[src/hw/rtl/sfe_pkg.sv]
package sfe_pkg;

	// Strip geometry
	localparam int MAX_PIXELS = 64;
	localparam int IDX_W      = 6;
	localparam int CNT_W      = 7;

	// Field widths
	localparam int COLOR_W = 8;
	localparam int SPEED_W = 6;
	localparam int RAND_W  = 32;
	localparam int ACC_W   = 7;
	localparam int CFG_IDX_W  = 3;
	localparam int CFG_DATA_W = 8;

	// Frame constants
	localparam logic [ACC_W-1:0]   SPARKLE_PERIOD = 7'd60;
	localparam logic [COLOR_W-1:0] FULL_LEVEL     = 8'd255;
	localparam logic [SPEED_W-1:0] SPEED_MIN      = 6'd1;
	localparam logic [SPEED_W-1:0] SPEED_MAX      = 6'd40;
	localparam logic [CNT_W-1:0]   COUNT_MIN      = 7'd2;
	localparam logic [CNT_W-1:0]   COUNT_MAX      = CNT_W'(MAX_PIXELS);

	// Register indexes
	localparam logic [CFG_IDX_W-1:0] REG_RED    = 3'd0;
	localparam logic [CFG_IDX_W-1:0] REG_GREEN  = 3'd1;
	localparam logic [CFG_IDX_W-1:0] REG_BLUE   = 3'd2;
	localparam logic [CFG_IDX_W-1:0] REG_GAIN   = 3'd3;
	localparam logic [CFG_IDX_W-1:0] REG_RATE   = 3'd4;
	localparam logic [CFG_IDX_W-1:0] REG_COUNT  = 3'd5;
	localparam logic [CFG_IDX_W-1:0] REG_ENABLE = 3'd6;

	// Controller to datapath commands
	typedef struct packed {
		logic load_frame;
		logic div_start;
		logic div_second;
		logic off_load;
		logic pos_load;
		logic pix_rd;
		logic pix_wr;
	} sfe_cmd_t;

	// Datapath to controller status
	typedef struct packed {
		logic enabled;
		logic acc_zero;
		logic div_done;
		logic last_pix;
		logic out_free;
	} sfe_sts_t;

endpackage

[src/hw/rtl/sfe_div.sv]
module sfe_div (
	input  logic                             clk,
	input  logic                             arst_n,
	input  logic                             start,
	input  logic [sfe_pkg::RAND_W-1:0]       dividend,
	input  logic [sfe_pkg::CNT_W-1:0]        divisor,
	output logic                             done,
	output logic [sfe_pkg::IDX_W-1:0]        remainder
);

	localparam int STEP_W = $clog2(sfe_pkg::RAND_W);

	logic                          busy_q;
	logic                          done_q;
	logic [STEP_W-1:0]             step_q;
	logic [sfe_pkg::RAND_W-1:0]    dvd_q;
	logic [sfe_pkg::CNT_W-1:0]     dvs_q;
	logic [sfe_pkg::IDX_W-1:0]     rem_q;
	logic [sfe_pkg::CNT_W-1:0]     trial;
	logic [sfe_pkg::IDX_W-1:0]     rem_next;

	// Shift in one dividend bit and subtract when it fits
	always_comb begin
		trial = {rem_q, dvd_q[sfe_pkg::RAND_W-1]};
		if (trial >= dvs_q) begin
			rem_next = sfe_pkg::IDX_W'(trial - dvs_q);
		end else begin
			rem_next = trial[sfe_pkg::IDX_W-1:0];
		end
	end

	// Step control
	always_ff @(posedge clk or negedge arst_n) begin
		if (!arst_n) begin
			busy_q <= 1'b0;
			done_q <= 1'b0;
			step_q <= '0;
		end else begin
			done_q <= 1'b0;
			if (start) begin
				busy_q <= 1'b1;
				step_q <= '0;
			end else if (busy_q) begin
				step_q <= step_q + 1'b1;
				if (step_q == STEP_W'(sfe_pkg::RAND_W - 1)) begin
					busy_q <= 1'b0;
					done_q <= 1'b1;
				end
			end
		end
	end

	// Operand and partial remainder registers
	always_ff @(posedge clk) begin
		if (start) begin
			dvd_q <= dividend;
			dvs_q <= divisor;
			rem_q <= '0;
		end else if (busy_q) begin
			dvd_q <= {dvd_q[sfe_pkg::RAND_W-2:0], 1'b0};
			rem_q <= rem_next;
		end
	end

	assign done      = done_q;
	assign remainder = rem_q;

endmodule

[src/hw/rtl/sfe_dp.sv]
module sfe_dp (
	input  logic                                clk,
	input  logic                                arst_n,
	input  logic                                cfg_we,
	input  logic [sfe_pkg::CFG_IDX_W-1:0]       cfg_index,
	input  logic [sfe_pkg::CFG_DATA_W-1:0]      cfg_data,
	input  logic [sfe_pkg::RAND_W-1:0]          random_word,
	input  sfe_pkg::sfe_cmd_t                   cmd,
	output sfe_pkg::sfe_sts_t                   sts,
	input  logic                                out_stall,
	output logic                                out_valid,
	output logic [sfe_pkg::IDX_W-1:0]           pixel_index,
	output logic [sfe_pkg::COLOR_W-1:0]         red_out,
	output logic [sfe_pkg::COLOR_W-1:0]         green_out,
	output logic [sfe_pkg::COLOR_W-1:0]         blue_out,
	output logic                                last_pixel
);

	// Video scaling: ((x * s) >> 8) + 1 unless either is zero
	function automatic logic [7:0] video_scale(input logic [7:0] x, input logic [7:0] s);
		logic [15:0] p;
		p = 16'(x) * 16'(s);
		return p[15:8] + 8'((x != 8'd0) && (s != 8'd0));
	endfunction

	// Brightness scaling: (x * (k + 1)) >> 8
	function automatic logic [7:0] bright_scale(input logic [7:0] x, input logic [7:0] k);
		logic [16:0] p;
		p = 17'(x) * (17'(k) + 17'd1);
		return p[15:8];
	endfunction

	// Configuration registers
	logic [sfe_pkg::COLOR_W-1:0] red_q, green_q, blue_q, gain_q;
	logic [sfe_pkg::SPEED_W-1:0] rate_q;
	logic [sfe_pkg::CNT_W-1:0]   count_q;
	logic                        run_q;

	// Frame state
	logic [sfe_pkg::ACC_W-1:0]   acc_q;
	logic [sfe_pkg::IDX_W-1:0]   pos_q;
	logic [sfe_pkg::IDX_W-1:0]   off_q;
	logic                        sparkle_q;
	logic [sfe_pkg::RAND_W-1:0]  rand_q;
	logic [sfe_pkg::CNT_W-1:0]   n_q;
	logic [sfe_pkg::SPEED_W-1:0] fade_q;
	logic [sfe_pkg::COLOR_W-1:0] base_r_q, base_g_q, base_b_q;
	logic [sfe_pkg::IDX_W-1:0]   pix_q;

	// Brightness store
	logic [sfe_pkg::COLOR_W-1:0]    mem [sfe_pkg::MAX_PIXELS];
	logic [sfe_pkg::MAX_PIXELS-1:0] written_q;
	logic [sfe_pkg::COLOR_W-1:0]    rd_data_q;
	logic                           rd_written_q;

	// Output register
	logic                        out_valid_q;
	logic [sfe_pkg::IDX_W-1:0]   idx_q;
	logic [sfe_pkg::COLOR_W-1:0] r_q, g_q, b_q;
	logic                        last_q;

	logic [sfe_pkg::SPEED_W-1:0] speed;
	logic [sfe_pkg::CNT_W-1:0]   n_clamp;
	logic [sfe_pkg::ACC_W-1:0]   acc_sum;
	logic [sfe_pkg::RAND_W-1:0]  div_dividend;
	logic [sfe_pkg::CNT_W-1:0]   div_divisor;
	logic                        div_done;
	logic [sfe_pkg::IDX_W-1:0]   div_rem;
	logic [sfe_pkg::CNT_W-1:0]   pos_sum;
	logic [sfe_pkg::COLOR_W-1:0] old_k;
	logic [sfe_pkg::COLOR_W-1:0] new_k;
	logic                        is_last;
	logic                        out_free;

	// Clamp speed and pixel count
	always_comb begin
		if (rate_q < sfe_pkg::SPEED_MIN) begin
			speed = sfe_pkg::SPEED_MIN;
		end else if (rate_q > sfe_pkg::SPEED_MAX) begin
			speed = sfe_pkg::SPEED_MAX;
		end else begin
			speed = rate_q;
		end
		if (count_q < sfe_pkg::COUNT_MIN) begin
			n_clamp = sfe_pkg::COUNT_MIN;
		end else if (count_q > sfe_pkg::COUNT_MAX) begin
			n_clamp = sfe_pkg::COUNT_MAX;
		end else begin
			n_clamp = count_q;
		end
		acc_sum = acc_q + sfe_pkg::ACC_W'(speed);
	end

	// Configuration writes
	always_ff @(posedge clk or negedge arst_n) begin
		if (!arst_n) begin
			red_q   <= 8'd255;
			green_q <= 8'd255;
			blue_q  <= 8'd255;
			gain_q  <= 8'd255;
			rate_q  <= 6'd1;
			count_q <= 7'd60;
			run_q   <= 1'b0;
		end else if (cfg_we) begin
			unique case (cfg_index)
				sfe_pkg::REG_RED:    red_q   <= cfg_data;
				sfe_pkg::REG_GREEN:  green_q <= cfg_data;
				sfe_pkg::REG_BLUE:   blue_q  <= cfg_data;
				sfe_pkg::REG_GAIN:   gain_q  <= cfg_data;
				sfe_pkg::REG_RATE:   rate_q  <= cfg_data[sfe_pkg::SPEED_W-1:0];
				sfe_pkg::REG_COUNT:  count_q <= cfg_data[sfe_pkg::CNT_W-1:0];
				sfe_pkg::REG_ENABLE: run_q   <= cfg_data[0];
				default: ;
			endcase
		end
	end

	// Delay accumulator and sparkle position
	always_ff @(posedge clk or negedge arst_n) begin
		if (!arst_n) begin
			acc_q <= '0;
			pos_q <= '0;
		end else begin
			if (cmd.load_frame) begin
				if (acc_q == '0 || acc_sum < sfe_pkg::SPARKLE_PERIOD) begin
					acc_q <= acc_sum;
				end else begin
					acc_q <= '0;
				end
			end
			if (cmd.pos_load) begin
				pos_q <= div_rem;
			end
		end
	end

	// Capture per-frame operands
	always_ff @(posedge clk) begin
		if (cmd.load_frame) begin
			sparkle_q <= (acc_q == '0);
			rand_q    <= random_word;
			n_q       <= n_clamp;
			fade_q    <= speed + 1'b1;
			base_r_q  <= video_scale(red_q, gain_q);
			base_g_q  <= video_scale(green_q, gain_q);
			base_b_q  <= video_scale(blue_q, gain_q);
		end
		if (cmd.off_load) begin
			off_q <= div_rem + 1'b1;
		end
	end

	// Remainder unit: first random mod (n-1), then (pos + offset) mod n
	assign pos_sum      = sfe_pkg::CNT_W'(pos_q) + sfe_pkg::CNT_W'(off_q);
	assign div_dividend = cmd.div_second ? sfe_pkg::RAND_W'(pos_sum) : rand_q;
	assign div_divisor  = cmd.div_second ? n_q : n_q - 1'b1;

	sfe_div u_div (
		.clk       (clk),
		.arst_n    (arst_n),
		.start     (cmd.div_start),
		.dividend  (div_dividend),
		.divisor   (div_divisor),
		.done      (div_done),
		.remainder (div_rem)
	);

	// Pixel counter
	always_ff @(posedge clk or negedge arst_n) begin
		if (!arst_n) begin
			pix_q <= '0;
		end else if (cmd.load_frame) begin
			pix_q <= '0;
		end else if (cmd.pix_wr) begin
			pix_q <= pix_q + 1'b1;
		end
	end

	// Brightness store read and write
	always_ff @(posedge clk) begin
		if (cmd.pix_rd) begin
			rd_data_q    <= mem[pix_q];
			rd_written_q <= written_q[pix_q];
		end
		if (cmd.pix_wr) begin
			mem[pix_q] <= new_k;
		end
	end

	// Entries never written read as zero
	always_ff @(posedge clk or negedge arst_n) begin
		if (!arst_n) begin
			written_q <= '0;
		end else if (cmd.pix_wr) begin
			written_q[pix_q] <= 1'b1;
		end
	end

	// Fade, or relight the sparkle pixel
	always_comb begin
		old_k = rd_written_q ? rd_data_q : '0;
		if (sparkle_q && pix_q == pos_q) begin
			new_k = sfe_pkg::FULL_LEVEL;
		end else if (old_k > sfe_pkg::COLOR_W'(fade_q)) begin
			new_k = old_k - sfe_pkg::COLOR_W'(fade_q);
		end else begin
			new_k = '0;
		end
		is_last  = (sfe_pkg::CNT_W'(pix_q) == n_q - 1'b1);
		out_free = !out_valid_q || !out_stall;
	end

	// Output register
	always_ff @(posedge clk or negedge arst_n) begin
		if (!arst_n) begin
			out_valid_q <= 1'b0;
		end else if (cmd.pix_wr) begin
			out_valid_q <= 1'b1;
		end else if (!out_stall) begin
			out_valid_q <= 1'b0;
		end
	end

	always_ff @(posedge clk) begin
		if (cmd.pix_wr) begin
			idx_q  <= pix_q;
			r_q    <= bright_scale(base_r_q, new_k);
			g_q    <= bright_scale(base_g_q, new_k);
			b_q    <= bright_scale(base_b_q, new_k);
			last_q <= is_last;
		end
	end

	assign sts.enabled  = run_q;
	assign sts.acc_zero = (acc_q == '0);
	assign sts.div_done = div_done;
	assign sts.last_pix = is_last;
	assign sts.out_free = out_free;

	assign out_valid   = out_valid_q;
	assign pixel_index = idx_q;
	assign red_out     = r_q;
	assign green_out   = g_q;
	assign blue_out    = b_q;
	assign last_pixel  = last_q;

endmodule

[src/hw/rtl/sfe_ctl.sv]
module sfe_ctl (
	input  logic              clk,
	input  logic              arst_n,
	input  logic              in_valid,
	output logic              in_stall,
	input  sfe_pkg::sfe_sts_t sts,
	output sfe_pkg::sfe_cmd_t cmd
);

	localparam logic [2:0] ST_IDLE     = 3'd0;
	localparam logic [2:0] ST_DIV1_GO  = 3'd1;
	localparam logic [2:0] ST_DIV1_RUN = 3'd2;
	localparam logic [2:0] ST_DIV2_GO  = 3'd3;
	localparam logic [2:0] ST_DIV2_RUN = 3'd4;
	localparam logic [2:0] ST_PIX_RD   = 3'd5;
	localparam logic [2:0] ST_PIX_WR   = 3'd6;

	logic [2:0] state_q;
	logic [2:0] state_d;

	// Next state and commands
	always_comb begin
		state_d = state_q;
		cmd     = '0;
		unique case (state_q)
			ST_IDLE: begin
				if (in_valid && sts.enabled) begin
					cmd.load_frame = 1'b1;
					state_d = sts.acc_zero ? ST_DIV1_GO : ST_PIX_RD;
				end
			end
			ST_DIV1_GO: begin
				cmd.div_start = 1'b1;
				state_d = ST_DIV1_RUN;
			end
			ST_DIV1_RUN: begin
				if (sts.div_done) begin
					cmd.off_load = 1'b1;
					state_d = ST_DIV2_GO;
				end
			end
			ST_DIV2_GO: begin
				cmd.div_start  = 1'b1;
				cmd.div_second = 1'b1;
				state_d = ST_DIV2_RUN;
			end
			ST_DIV2_RUN: begin
				if (sts.div_done) begin
					cmd.pos_load = 1'b1;
					state_d = ST_PIX_RD;
				end
			end
			ST_PIX_RD: begin
				cmd.pix_rd = 1'b1;
				state_d = ST_PIX_WR;
			end
			ST_PIX_WR: begin
				if (sts.out_free) begin
					cmd.pix_wr = 1'b1;
					state_d = sts.last_pix ? ST_IDLE : ST_PIX_RD;
				end
			end
			default: state_d = ST_IDLE;
		endcase
	end

	always_ff @(posedge clk or negedge arst_n) begin
		if (!arst_n) begin
			state_q <= ST_IDLE;
		end else begin
			state_q <= state_d;
		end
	end

	assign in_stall = (state_q != ST_IDLE);

endmodule

[src/hw/rtl/led_sparkle_frame_engine.sv]
// An accepted frame tick starts with a brightness store read; on a sparkle frame two
// bit-serial remainder runs first pick the new position. Each pixel takes a brightness
// store read, then write-back and output load; write-back waits while the output stalls,
// and new ticks are stalled until the last pixel of the frame is written. A tick taken
// while disabled is dropped. Reset is asynchronous: configuration and control registers
// return to defaults and the brightness store reads as zero until each pixel is rewritten.
module led_sparkle_frame_engine (
	input  logic                                clk,
	input  logic                                arst_n,
	input  logic                                cfg_we,
	input  logic [sfe_pkg::CFG_IDX_W-1:0]       cfg_index,
	input  logic [sfe_pkg::CFG_DATA_W-1:0]      cfg_data,
	input  logic                                in_valid,
	output logic                                in_stall,
	input  logic [sfe_pkg::RAND_W-1:0]          random_word,
	output logic                                out_valid,
	input  logic                                out_stall,
	output logic [sfe_pkg::IDX_W-1:0]           pixel_index,
	output logic [sfe_pkg::COLOR_W-1:0]         red_out,
	output logic [sfe_pkg::COLOR_W-1:0]         green_out,
	output logic [sfe_pkg::COLOR_W-1:0]         blue_out,
	output logic                                last_pixel
);

	sfe_pkg::sfe_cmd_t cmd;
	sfe_pkg::sfe_sts_t sts;

	sfe_ctl u_ctl (
		.clk      (clk),
		.arst_n   (arst_n),
		.in_valid (in_valid),
		.in_stall (in_stall),
		.sts      (sts),
		.cmd      (cmd)
	);

	sfe_dp u_dp (
		.clk         (clk),
		.arst_n      (arst_n),
		.cfg_we      (cfg_we),
		.cfg_index   (cfg_index),
		.cfg_data    (cfg_data),
		.random_word (random_word),
		.cmd         (cmd),
		.sts         (sts),
		.out_stall   (out_stall),
		.out_valid   (out_valid),
		.pixel_index (pixel_index),
		.red_out     (red_out),
		.green_out   (green_out),
		.blue_out    (blue_out),
		.last_pixel  (last_pixel)
	);

endmodule
[config.mk]
export PLATFORM = sky130hd
export DESIGN_NAME = led_sparkle_frame_engine
export DESIGN_NICKNAME = d
export VERILOG_FILES = /design/src/hw/rtl/sfe_pkg.sv /design/src/hw/rtl/sfe_div.sv /design/src/hw/rtl/sfe_dp.sv /design/src/hw/rtl/sfe_ctl.sv /design/src/hw/rtl/led_sparkle_frame_engine.sv
export SDC_FILE = /design/constraint.sdc
export NUM_CORES = 2
export LEC_CHECK = 0
export ABC_CLOCK_PERIOD_IN_PS = 13160
export BUFFER_PORTS_ARGS = -buffer_cell sky130_fd_sc_hd__buf_2
export CELL_PAD_IN_SITES_DETAIL_PLACEMENT = 0
export CELL_PAD_IN_SITES_GLOBAL_PLACEMENT = 1
export CORE_MARGIN = 2
export CORE_UTILIZATION = 53
export DETAILED_ROUTE_END_ITERATION = 7
export PLACE_DENSITY_LB_ADDON = 0.05
export SLEW_MARGIN = 20
export SYNTH_ARGS = -nofsm -noshare
export SYNTH_HDL_FRONTEND = slang
export SYNTH_HIERARCHICAL = 1
export SYNTH_SLANG_ARGS = --single-unit
[constraint.sdc]
create_clock -name clk -period 13.16 [get_ports clk]
set_input_delay 1.316 -clock clk [delete_from_list [all_inputs] [get_ports clk]]
set_output_delay 1.316 -clock clk [all_outputs]
set_load 0.02 [all_outputs]
; ---- Word level (Yosys, flattened, before mapping)
; Memory sizes are Yosys's and may differ from the RTL's. A register that Yosys moved wholly into a read port is not among the register bits.
; Cells that the tools add are included.
[totals]
ff_bits = 293
ram_bits = 512
mem_count = 1
elab_cells = 161
output_inout_bits = 33
in_bits = 48
[op_classes]
mux = 47
addsub = 13
eq_ne = 20
n_reduce_logical = 30
bitwise = 1
n_lt_le_gt_ge = 9
n_mul = 6
[memory_table]
columns = memory, depth, width, rd, rd_clocked_by_memory_dff, wr, line
row1 = u_dp.mem, 64, 8, 1, 1, 1, sfe_dp.sv:51  ; logic [sfe_pkg::COLOR_W-1:0] mem [sfe_pkg::MAX_PIXELS];
[op_table]
columns = op, count
row1 = two-way mux 32 bit, 3
row2 = bitwise OR 64 bit, 1
row3 = multiplier 8 x 17 -> 16 bit, 3
row4 = multiplier 8 x 8 -> 16 bit, 3
row5 = nonzero test 8 bit, 4
row6 = two-way mux 6 bit, 5
row7 = adder 8 x 1 -> 8 bit, 3
row8 = two-way mux 8 bit, 3
row9 = two-way mux 1 bit, 22
row10 = two-way mux 7 bit, 3
row11 = one-hot mux 3 bit (7 select lines), 1
row12 = "adder 6 x 1 -> 6 bit, second input constant", 3
row13 = "== test 3 bit, second input constant", 6
row14 = two-way mux 3 bit, 6
row15 = AND reduction 2 bit, 7
row16 = "== test 3 x 2 -> 1 bit, second input constant", 4
row17 = two-way mux 5 bit, 2
row18 = "inequality test 2 x 1 -> 1 bit, second input constant", 5
row19 = "adder 8 x 1 -> 9 bit, second input constant", 1
row20 = greater-than comparator 8 x 6 -> 1 bit, 1
row21 = subtractor 8 x 6 -> 8 bit, 1
row22 = adder 6 x 6 -> 7 bit, 1
row23 = adder 7 x 6 -> 7 bit, 1
row24 = == test 6 x 7 -> 1 bit, 1
row25 = other kinds (25), 36

; ---- Longest topological paths before layout
[depth]
depth_word = 7
depth_mapped = 32
depth_no_buf = 30

; ---- Hierarchy
; The synthesis kept the hierarchy.
[modules_own_cells]
columns = mod, n_inst, area_per_inst_um2, seq_area_each_um2, cells_each
row1 = sfe_dp, 1, 41596.1, 22157.5, 3252
row2 = sfe_div, 1, 2454.9, 1466.4, 178
row3 = sfe_ctl, 1, 242.7, 75.1, 31

; ---- Least setup slack after synthesis
; OpenSTA, ideal clock, no wires.
[synth_path]
path_kind = reg-to-reg
start = register u_dp.rd_written_q
end = register u_dp.b_q (netlist bit u_dp/blue_out[7]), data pin
arrival_ns = 9.247
n_path_buf = 1
slack_ns = 3.653
required_time_ns = 12.900
synth_period_minus_slack_ns = 9.507
stages_incl_launch_ff = 32
setup_ns = 0.260
path_cell_list = edfxtp_1 -> nand2_1 -> ha_1 -> fa_1 -> nor2b_1 -> o21a_1 -> o21ai_1 -> and2_1 -> o21ai_0 -> ha_1 -> and2_1 -> nand2_1 -> xnor2_1 -> buf_2 -> nand2_1 -> fa_1 -> fa_1 -> inv_1 -> fa_1 -> inv_1 -> fa_1 -> inv_1 -> ha_1 -> o21ai_0 -> a21oi_1 -> a21oi_1 -> nand2_1 -> a221o_1 -> and4_4 -> o21ai_2 -> o21ai_1 -> xnor2_1
[synth_between]
elab_chain_cells = 6
word_cells_on_any_way = 7
classes_between = 2 x add/sub / 1 x mul / 1 x order compare / 3 x mux
[synth_lines]
columns = element, line
row1 = start: declaration, sfe_dp.sv:54  ; logic rd_written_q;
row2 = start signal: assignment, sfe_dp.sv:183  ; rd_written_q <= written_q[pix_q];
row3 = two-way mux 8 bit (*), sfe_dp.sv:201  ; old_k = rd_written_q ? rd_data_q : '0;
row4 = subtractor 8 x 6 -> 8 bit / greater-than comparator 8 x 6 -> 1 bit (equally long branches), "sfe_dp.sv:205, sfe_dp.sv:204"
row5 = two-way mux 8 bit (*), sfe_dp.sv:204  ; end else if (old_k > sfe_pkg::COLOR_W'(fade_q)) begin
row6 = two-way mux 8 bit (*), sfe_dp.sv:202  ; if (sparkle_q && pix_q == pos_q) begin
row7 = net u_dp.new_k (one bit), sfe_dp.sv:71  ; logic [sfe_pkg::COLOR_W-1:0] new_k;
row8 = adder 8 x 1 -> 9 bit (*), sfe_dp.sv:29  ; p = 17'(x) * (17'(k) + 17'd1);
row9 = multiplier 8 x 17 -> 16 bit (*), sfe_dp.sv:29
row10 = end signal: assignment, sfe_dp.sv:229  ; b_q <= bright_scale(base_b_q, new_k);
row11 = end: declaration, sfe_dp.sv:59  ; logic [sfe_pkg::COLOR_W-1:0] r_q, g_q, b_q;
; The timed path passes the listed nets; every way through them passes the cells marked *.
; A chain may end at the register's enable or synchronous reset.

; ---- Worst setup path in the final report
[layout_path]
start = register u_dp.rd_written_q
end = register u_dp.r_q (netlist bit u_dp/red_out[7]), data pin
[layout_between]
elab_chain_cells = 6
word_cells_on_any_way = 7
classes_between = 2 x add/sub / 1 x mul / 1 x order compare / 3 x mux
[layout_lines]
columns = element, line
row1 = two-way mux 8 bit (*), sfe_dp.sv:201
row2 = subtractor 8 x 6 -> 8 bit / greater-than comparator 8 x 6 -> 1 bit (equally long branches), "sfe_dp.sv:205, sfe_dp.sv:204"
row3 = two-way mux 8 bit (*), sfe_dp.sv:204
row4 = two-way mux 8 bit (*), sfe_dp.sv:202
row5 = net u_dp.new_k (one bit), sfe_dp.sv:71
row6 = adder 8 x 1 -> 9 bit (*), sfe_dp.sv:29
row7 = multiplier 8 x 17 -> 16 bit (*), sfe_dp.sv:29
row8 = end signal: assignment, sfe_dp.sv:227  ; r_q <= bright_scale(base_r_q, new_k);
row9 = end: declaration, sfe_dp.sv:59
; Marks and branches as above.

==> results.yml <==
worst_setup_path:
  critical_path_required_ns: 13.56
  path_class: "flip-flop to flip-flop"
  worst_path_max_delay_cell: "fa_1"
  rrSetupSlack_ns: 4.62
  crit_path_end_kind: "flip-flop"
  start_kind: "flip-flop"
  slowest_delay_ns: 0.56
  arrival_ns: 8.95
  cp_max_fo: 65
floorplan:
  core_um2: 83200
  fp-row-count: 106
  num_io_pins: 81
  start_util_pct: 53.3
  die_h_um: 293
  die_w_um: 293
  dieArea_um2: 85900
detailed_routing:
  vias: 27700
  dr.pass1.iters: 7
  wl_per_cell_um: 23.5
  postRouteAntennaNets: 0
  via_per_inst: 5.95
  post-route-drc-count: 0
  drtIter0Drc: 2365
  wirelength_um: 109000
timing:
  finalCritPeriodShare_pct: 64.9
  final.setup.worst_slack_ns: 4.62
  whs_ns: 0.465
  timing.slew.headroom_pct: 19.6
  slew_violations: 0
  skew_ns: 0.0508
  setup_tns_ns: 0
  tightest_slew_ns: 1.20
  rsz0062_at_grt: "no"
  fin_crit_ns: 8.54
  finalHoldViolations: 0
  fmax_mhz: 117
  finalSetupViolCount: 0
placement:
  placed_cell_area_um2: 45700
  gp_congestion: 0.832
  dp_hpwl_um: 71000
  portBuffers: 80
  dp_slack_ns: 4.58
global_route:
  antenna_found_initial: 4
  grt-ovfl-total: 0
  grt_pass1_wl_um: 168000
  grt_pass1_vias: 28200
  grt.total_usage_pct: 25.7
  grt_max_degree: 68
yosys:
  syn_nets: 3972
  yosys.area.top_type: "edfxtp_1"
  yosysUniqueCellTypes: 84
  synth-seq-cells: 813
  syn_inst: 3461
  synth-seq-area-share_pct: 53.5
  synth_area_um2: 44300
  synth_top_flop_cell: "edfxtp_1"
  synthDominantCellAreaShare_pct: 45.2
  synth.area.top_cells: "edfxtp_1 (45%), fa_1 (10%), ha_1 (6.6%)"
  yosysWarningCount: 6
  synth_edf_count: 667
  ys_top_cells_by_count: "edfxtp_1 (667), inv_1 (320), and2_1 (268), ha_1 (234), fa_1 (229)"
  synthArstFlopShare_pct: 17.2
  post-synth-top-count-cell: "edfxtp_1"
  syn_avg_cell_area_um2: 12.8
clock_tree:
  postCtsSetupBuffers: 0
  clkTransAtPathRegs_ns: 0.06
  cts_tree: "done"
  numCtsBuffers: 86
  holdBufCountCts: 0
  ctsResizeCount: 0
  ctsHtreeMaxLevel: 3
  worst_skew_pair.late_latency_ns: 0.67
  clockRootBuffer: "clkbuf_16"
  cts_num_sinks: 813
  clk_path_buf_depth: 3
pwr:
  power_density_nw_per_um2: 181
  leakage_uw: 0.0194
  p_total_uw: 8810
  ir_drop_mv: 0.342
final_layout:
  area_growth_pct: 10.2
  drive_above_1_share_pct: 14.0
  nets: 4011
  postLayoutCellArea_um2: 48800
worst_hold_path:
  hold_path.class: "flip-flop to flip-flop"
outcome:
  status: "finished, final reports clean"
job:
  drv_cap: 0
state kept, by name, summed over array words and instances, names as in the netlist, 32 cells and up:
register,count
u_dp/mem,512
u_dp/u_div/dvd_q,32
u_dp/written_q,64
u_dp/rand_q,32
routing by layer:
metal	vias to the layer above	wire, um	GRT usage, %
met2	884	50300	40.2
met3	138	7520	3.96
met5	-	0	0
met1	14200	49500	38.0
met4	0	2130	5.79
li1	12500	-	-
power by group:
| part | total, uW | internal, uW | switching, uW |
|---|---|---|---|
| registers | 3050 | 2940 | 107 |
| clock network | 2510 | 1470 | 1040 |
| logic | 3260 | 1270 | 1990 |
stage by stage:
stage	cells	util, %
after floorplan	3461	-
after CTS	4654	58.6
final	4655	58.7
after global placement	4492	55.0
after detailed placement	4492	55.0
after global routing	4654	58.7
final cells by class:
class	count	area [um2]
Fill cell	6638	34400
Sequential cell	813	23700
Multi-Input combinational cell	2162	18900
Clock buffer	112	2340
Tap cell	1080	1350
Inverter	320	1200
Timing Repair Buffer	117	684
Clock inverter	50	642
Antenna cell	1	2.50
path summary, 6_finish.rpt:
path                                    start                 end  depth (start not counted)
setup / recovery            u_dp/rd_written_q     u_dp/red_out[7]                         28
hold / removal             u_dp/written_q[25]  u_dp/written_q[25]                          1
max in group asynchronous              arst_n          u_dp/run_q                          3
setup reg to reg            u_dp/rd_written_q     u_dp/red_out[7]                         28
min in group asynchronous              arst_n  u_dp/written_q[13]                          1
hold reg to reg            u_dp/written_q[25]  u_dp/written_q[25]                          1
cells in the final DEF, fill, tap and decap left out, types with 42 or more instances in the layout:
| master | netlist | layout |
|---|---|---|
| a22oi_1 | 193 | 193 |
| or2_2 | 68 | 68 |
| fa_1 | 229 | 229 |
| xnor2_1 | 73 | 72 |
| dfrtp_1 | 103 | 103 |
| nand4_1 | 43 | 43 |
| a31oi_1 | 46 | 46 |
| o21ai_0 | 43 | 42 |
| nand2_1 | 184 | 183 |
| inv_1 | 320 | 319 |
| ha_1 | 234 | 234 |
| buf_2 | 12 | 79 |
| edfxtp_1 | 667 | 667 |
| a22o_1 | 49 | 49 |
| nor2_1 | 145 | 126 |
| and2_1 | 268 | 265 |
| mux2_2 | 85 | 85 |
| a21oi_1 | 74 | 74 |
| a221oi_1 | 52 | 52 |
| nor2b_1 | 42 | 42 |
| xor2_1 | 49 | 49 |
| clkbuf_16 | 0 | 87 |
cells by family after synthesis:
logic type      after synthesis  synth area share, %
fa+ha+maj                   464                 17.0
flops                       813                 53.5
buf+inv                     486                 4.24
xor+xnor                    123                 2.45
mux                          96                 2.41
simple gates                909                 11.0
compound gates              570                 9.38
worst max-delay path: cells and delay by family, from the launching register on:
| kind | cells | cell delay (ns) |
|---|---|---|
| fa+ha+maj | 7 | 2.94 |
| compound gates | 8 | 2.29 |
| simple gates | 7 | 1.45 |
| buf+inv | 4 | 0.80 |
| flops | 1 | 0.52 |
| xor+xnor | 2 | 0.27 |
(Power assumes the default switching activity.)
